## config.mk

```make
export PLATFORM = sky130hd
export DESIGN_NAME = dhut_hash
export DESIGN_NICKNAME = d
export VERILOG_FILES = /design/src/rtl/dhut_pkg.sv /design/src/rtl/dhut_hash.sv
export SDC_FILE = /design/constraint.sdc
export NUM_CORES = 1
export LEC_CHECK = 0
export ABC_AREA = 1
export ABC_CLOCK_PERIOD_IN_PS = 6100
export BUFFER_PORTS_ARGS = -buffer_cell sky130_fd_sc_hd__buf_4
export CAP_MARGIN = 0
export CORE_MARGIN = 2
export CORE_UTILIZATION = 52
export DETAILED_ROUTE_END_ITERATION = 8
export PLACE_DENSITY = 0.79
export SLEW_MARGIN = 20
export SYNTH_ARGS = -nofsm -noshare
export SYNTH_HDL_FRONTEND = slang
export SYNTH_SLANG_ARGS = --single-unit
```

## constraint.sdc

```tcl
create_clock -name vclk -period 6.1
set_input_delay 0.305 -clock vclk [all_inputs]
set_output_delay 0.305 -clock vclk [all_outputs]
set_load 0.02 [all_outputs]
```

## src/rtl/dhut_pkg.sv

```systemverilog
// Shared types and constants of the double-hashed user table.
// No dependencies; the hash unit, the top level and the testbench import this package.
`default_nettype none

package dhut_pkg;

	// Table geometry. The hash unit relies on TABLE_PRIME being 2**SLOT_W - 1.
	localparam int TABLE_PRIME = 8191;
	localparam int SLOT_W      = 13;
	localparam int ID_W        = 31;
	localparam int COUNT_W     = 13;
	localparam int WORD_W      = ID_W + 1;   // attached flag above the key

	// Inserts stop at three quarters load whatever the register holds.
	localparam logic [COUNT_W-1:0] LOAD_CAP      = COUNT_W'((3 * TABLE_PRIME) / 4);
	localparam logic [COUNT_W-1:0] MAX_USERS_RST = COUNT_W'(6143);

	// Request codes.
	localparam logic [1:0] FUNC_LOOKUP = 2'd0;
	localparam logic [1:0] FUNC_INSERT = 2'd1;
	localparam logic [1:0] FUNC_DETACH = 2'd2;

	// Result codes.
	localparam logic [2:0] ST_FOUND    = 3'd0;
	localparam logic [2:0] ST_NOTFOUND = 3'd1;
	localparam logic [2:0] ST_INSERTED = 3'd2;
	localparam logic [2:0] ST_DETACHED = 3'd3;
	localparam logic [2:0] ST_FULL     = 3'd4;
	localparam logic [2:0] ST_BADID    = 3'd5;

	typedef struct packed {
		logic [1:0]      func;
		logic [ID_W-1:0] user_id;
	} req_t;

	typedef struct packed {
		logic [2:0]        status;
		logic [SLOT_W-1:0] slot;
	} rsp_t;

	// Probe sequence start and stride of one id.
	typedef struct packed {
		logic [SLOT_W-1:0] home;
		logic [SLOT_W-1:0] step;
	} hash_t;

endpackage

`default_nettype wire

```

## src/rtl/dhut_hash.sv

```systemverilog
// Home slot and probe stride of a user id, by end-around folding.
// Depends on dhut_pkg; the modulus 2**13 - 1 and 2 * (2**12 - 1) are folded.
`default_nettype none

module dhut_hash
	import dhut_pkg::*;
(
	input  wire logic [ID_W-1:0] user_id,
	output hash_t                hash
);

	localparam logic [SLOT_W:0]   PRIME_X = (SLOT_W + 1)'(TABLE_PRIME);
	localparam logic [SLOT_W-2:0] HALF_M  = '1;   // (TABLE_PRIME - 1) / 2

	logic [SLOT_W+1:0] home_f1;
	logic [SLOT_W:0]   home_f2;
	logic [ID_W-2:0]   q;
	logic [SLOT_W:0]   step_f1;
	logic [SLOT_W-1:0] step_f2;
	logic [SLOT_W-2:0] q_mod;

	always_comb begin
		// id mod (2**13 - 1): add the 13-bit digits, fold once more, one subtract.
		home_f1 = (SLOT_W + 2)'(user_id[12:0]) + (SLOT_W + 2)'(user_id[25:13])
		        + (SLOT_W + 2)'(user_id[30:26]);
		home_f2 = (SLOT_W + 1)'(home_f1[12:0]) + (SLOT_W + 1)'(home_f1[14:13]);
		if (home_f2 >= PRIME_X) begin
			hash.home = SLOT_W'(home_f2 - PRIME_X);
		end else begin
			hash.home = home_f2[SLOT_W-1:0];
		end

		// id mod 8190 = 2 * ((id >> 1) mod 4095) + id[0].
		q       = user_id[ID_W-1:1];
		step_f1 = (SLOT_W + 1)'(q[11:0]) + (SLOT_W + 1)'(q[23:12])
		        + (SLOT_W + 1)'(q[29:24]);
		step_f2 = SLOT_W'(step_f1[11:0]) + SLOT_W'(step_f1[13:12]);
		if (step_f2 >= SLOT_W'(HALF_M)) begin
			q_mod = (SLOT_W - 1)'(step_f2 - SLOT_W'(HALF_M));
		end else begin
			q_mod = step_f2[SLOT_W-2:0];
		end
		hash.step = {q_mod, user_id[0]} + SLOT_W'(1);
	end

endmodule

`default_nettype wire

```

==> Word-level counts from Yosys, hierarchy flattened <==
Index checks and enable logic that the tools add are counted.
{ "word_totals": {"wordCells": 13, "out_inout_bits": 26, "register_bits": 0} }
{ "op_classes": {"n_addsub": 9, "n_mux": 2, "n_lt_le_gt_ge": 2} }
{ "op_table": {"columns": ["operator", "count"], "rows": [
  ["$add 14x5->15", 1],
  ["$add 13x13->14", 1],
  ["$add 13x2->14", 1],
  ["$add 13x6->14", 1],
  ["$ge 14x13->1 const B", 1],
  ["$add 12x12->13", 1],
  ["$add 12x2->13", 1],
  ["$add 13x1->13 const B", 1],
  ["$ge 13x12->1 const B", 1],
  ["$mux 13", 1],
  ["$sub 13x13->13 const B", 1],
  ["$mux 12", 1],
  ["$sub 12x12->12 const B", 1]
]} }

==> Logic depth before layout (Yosys ltp) <==
{ "logic_depth": {"ltp_word": 6, "ltp_mapped": 37} }

==> Least setup slack after synthesis <==
No wires, ideal clock.
{ "synth_path": {"path_type": "input-to-output", "startpoint": "input port user_id[5]", "endpoint": "output port hash[8] (netlist name)", "path_slack_ns": 1.141, "n_path_buf": 0, "stages": 32, "arrival_time_ns": 4.654, "cell_sequence": "fa_1 -> ha_1 -> nand2_2 -> inv_1 -> nand2_1 -> nand2_1 -> nand2_1 -> nand3_1 -> a21oi_1 -> o21ai_0 -> xor2_1 -> ha_1 -> fa_1 -> xnor2_1 -> nand3_1 -> nor2_1 -> nand3_1 -> nor2_1 -> nand2_1 -> nor2_1 -> nand3_1 -> nand2_1 -> nand3_2 -> nand2_2 -> nand2_1 -> nand2_1 -> inv_1 -> ha_1 -> nand3_2 -> nor2_4 -> nand2_2 -> xor2_1"} }
{ "synth_lines": {"columns": ["item", "line_no", "text"], "rows": [
  ["start, declared", "dhut_hash.sv:8", "input wire logic [ID_W-1:0] user_id,"],
  ["end, declared", "dhut_hash.sv:9", "output hash_t hash"]
]} }

==> flow_summary.yaml <==
run_status:
  status: "complete, no violations"
die:
  die_h_um: 81.5
  start_util_pct: 53.3
  dieArea_um2: 6630
  row_count: 28
  core_area_um2: 5850
  ios: 57
  die_w_um: 81.5
timing:
  fin_crit_sh_pct: 91.6
  clock.fmax_mhz: 179
  min_period_ps: 5590
  slew_headroom_pct: 69.3
  setup_viol: 0
  rsz0062_at_grt: "no"
  fin_ws_ps: 513
  hold_viol_final: 0
  hold-worst-slack_ps: 936
  setup_tns_ps: 0
  report.final.slew_viol_count: 0
  worstMarginPinSlew_ps: 456
worst_setup_path:
  crit_family: "simple AND/OR/NAND/NOR gates"
  critPathLaunchType: "input pin"
  path_buf_inv: 4
  endpoint_kind: "primary output"
  cp.arrival_ps: 5280
  critPathKind: "in -> out"
  crit_slowest_cell: "fa_1"
  cpMostUsedCell: "nand2_1"
  max_stage_delay_ps: 470
  critPathRequiredTime_ps: 5790
  critPathMaxFanout: 7
layout:
  final_area_um2: 3640
  instances_no_fill: 644
  syn_to_final_growth_pct: 16.7
  design.seq.count: 0
  fillers: 586
  final_core_util_pct: 62.2
  final_nets: 661
  layout-drive-gt1-share_pct: 21.8
  clkbuf_count: 0
  seqCellArea_um2: 0
  n_antenna_cell: 0
global_routing:
  top_usage_layer: "met2"
  grt_util_met1_pct: 32.8
  grt_overflow: 0
  grt_max_degree: 12
  grt_usage_pct: 24.2
  grt_pass1_wl_um: 13200
  grtUsageMet3_pct: 0.330
  grt_pass1_vias: 3127
  antenna_found_initial: 0
  grtUsageMet2_pct: 44.8
yosys:
  ys_warn_count: 0
  synth_top_area_share_pct: 17.6
  yosys-top-cells-count: "nand2_1, inv_1, nand3_1"
  synth_area_um2: 3120
  syn-num-nets: 604
  yosys-mux-area-fraction_pct: 0
  yosysTopAreaCell: "ha_1"
  synthDistinctLibCells: 35
  yosys.area_share.xor_xnor_pct: 7.86
  synth.avg_cell_area_um2: 6.07
  synth.most_common_cell: "nand2_1"
  synth_top_family_by_area: "simple AND/OR/NAND/NOR gates"
  synth_area_leaders: "ha_1, nand2_1, inv_1"
  yosys.area_share.simple_pct: 47.6
  synth_cells: 514
  seq_area_frac_synth_pct: 0
  synth-compound-area-share_pct: 5.94
  synth_adder_area_share_pct: 27.3
flow_run:
  cap_violations: 0
place:
  hpwl_um: 6870
  gp_congestion: 0.972
  dp_slack_ps: 440
  place_inst: 644
  portBuffers: 57
  dpl_cell_area_um2: 3630
routing:
  drt-pass1-iter-count: 5
  drt-total-wl_um: 7520
  detail-route-antenna-nets: 0
  drt_iter0_drc: 116
  via_per_inst: 5.22
  drcViolationCount: 0
  via_count: 3364
  wl_per_cell_um: 11.7
pwr:
  leakage_nw: 2.03
  peakVddDrop_mv: 0.140
  total_power_mw: 0.877
  power.density_nw_per_um2: 241
hold_path:
  hold_class: "in -> out"
-- placed cells by master (no fill, tap or decap), types with 2 or more instances in the layout --
| cell | n |
|---|---|
| xor2_1 | 18 |
| inv_1 | 83 |
| nand3_1 | 51 |
| o21ai_0 | 7 |
| xnor2_1 | 9 |
| nand2_1 | 125 |
| nand4_1 | 16 |
| fa_1 | 15 |
| nor2_4 | 2 |
| nand2_2 | 22 |
| nand3_2 | 10 |
| nand2_4 | 2 |
| nor2_1 | 42 |
| ha_1 | 44 |
| a21oi_1 | 14 |
| o21ai_1 | 3 |
| nand3b_1 | 3 |
| inv_2 | 8 |
| nor3_1 | 5 |
| buf_4 | 57 |
| nor2_2 | 15 |
| a21boi_0 | 2 |
| o21bai_1 | 3 |
-- layer usage --
metal  vias to the layer above  share of wire, %
met2                        80                49
met4                         0              0.45
li1                       1763                 -
met5                         -                 0
met3                         4               5.0
met1                      1517                46
-- final timing paths --
kind              endpoint  startpoint  slack [ps]  cells after the start
setup / recovery  hash[12]  user_id[5]         510                     35
hold / removal     hash[0]  user_id[0]         940                      3
-- report_power, final --
part	total (mW)	leakage, nW	internal [mW]	switching (mW)
clock	0	0	0	0
combinational	0.877	2.03	0.332	0.545
sequential	0	0	0	0
total	0.877	2.03	0.332	0.545
-- kinds of logic (layout without fill, tap and decap cells) --
group / after synthesis / in the layout
AND/OR/NAND/NOR: 301 / 301
XOR/XNOR: 28 / 28
adder cells (fa/ha/maj): 59 / 59
AO/OA/AOI/OAI: 33 / 33
buffers and inverters: 93 / 148
-- what timing repair did --
item / CTS / global route
hold buffers: 0 / 0
resized for setup: 0 / 2
endpoints found under the setup margin: 0 / 10
buffers inserted: 0 / 0
-- final cells by class --
| cell class | count | area (µm²) | share of cell area, % |
|---|---|---|---|
| timing repair buffer | 57 | 428 | 11.8 |
| multi-input combinational | 421 | 2780 | 76.3 |
| inverter | 91 | 342 | 9.38 |
| tap | 75 | 93.8 | 2.58 |
Note: power is estimated with default switching activity, not from simulation.
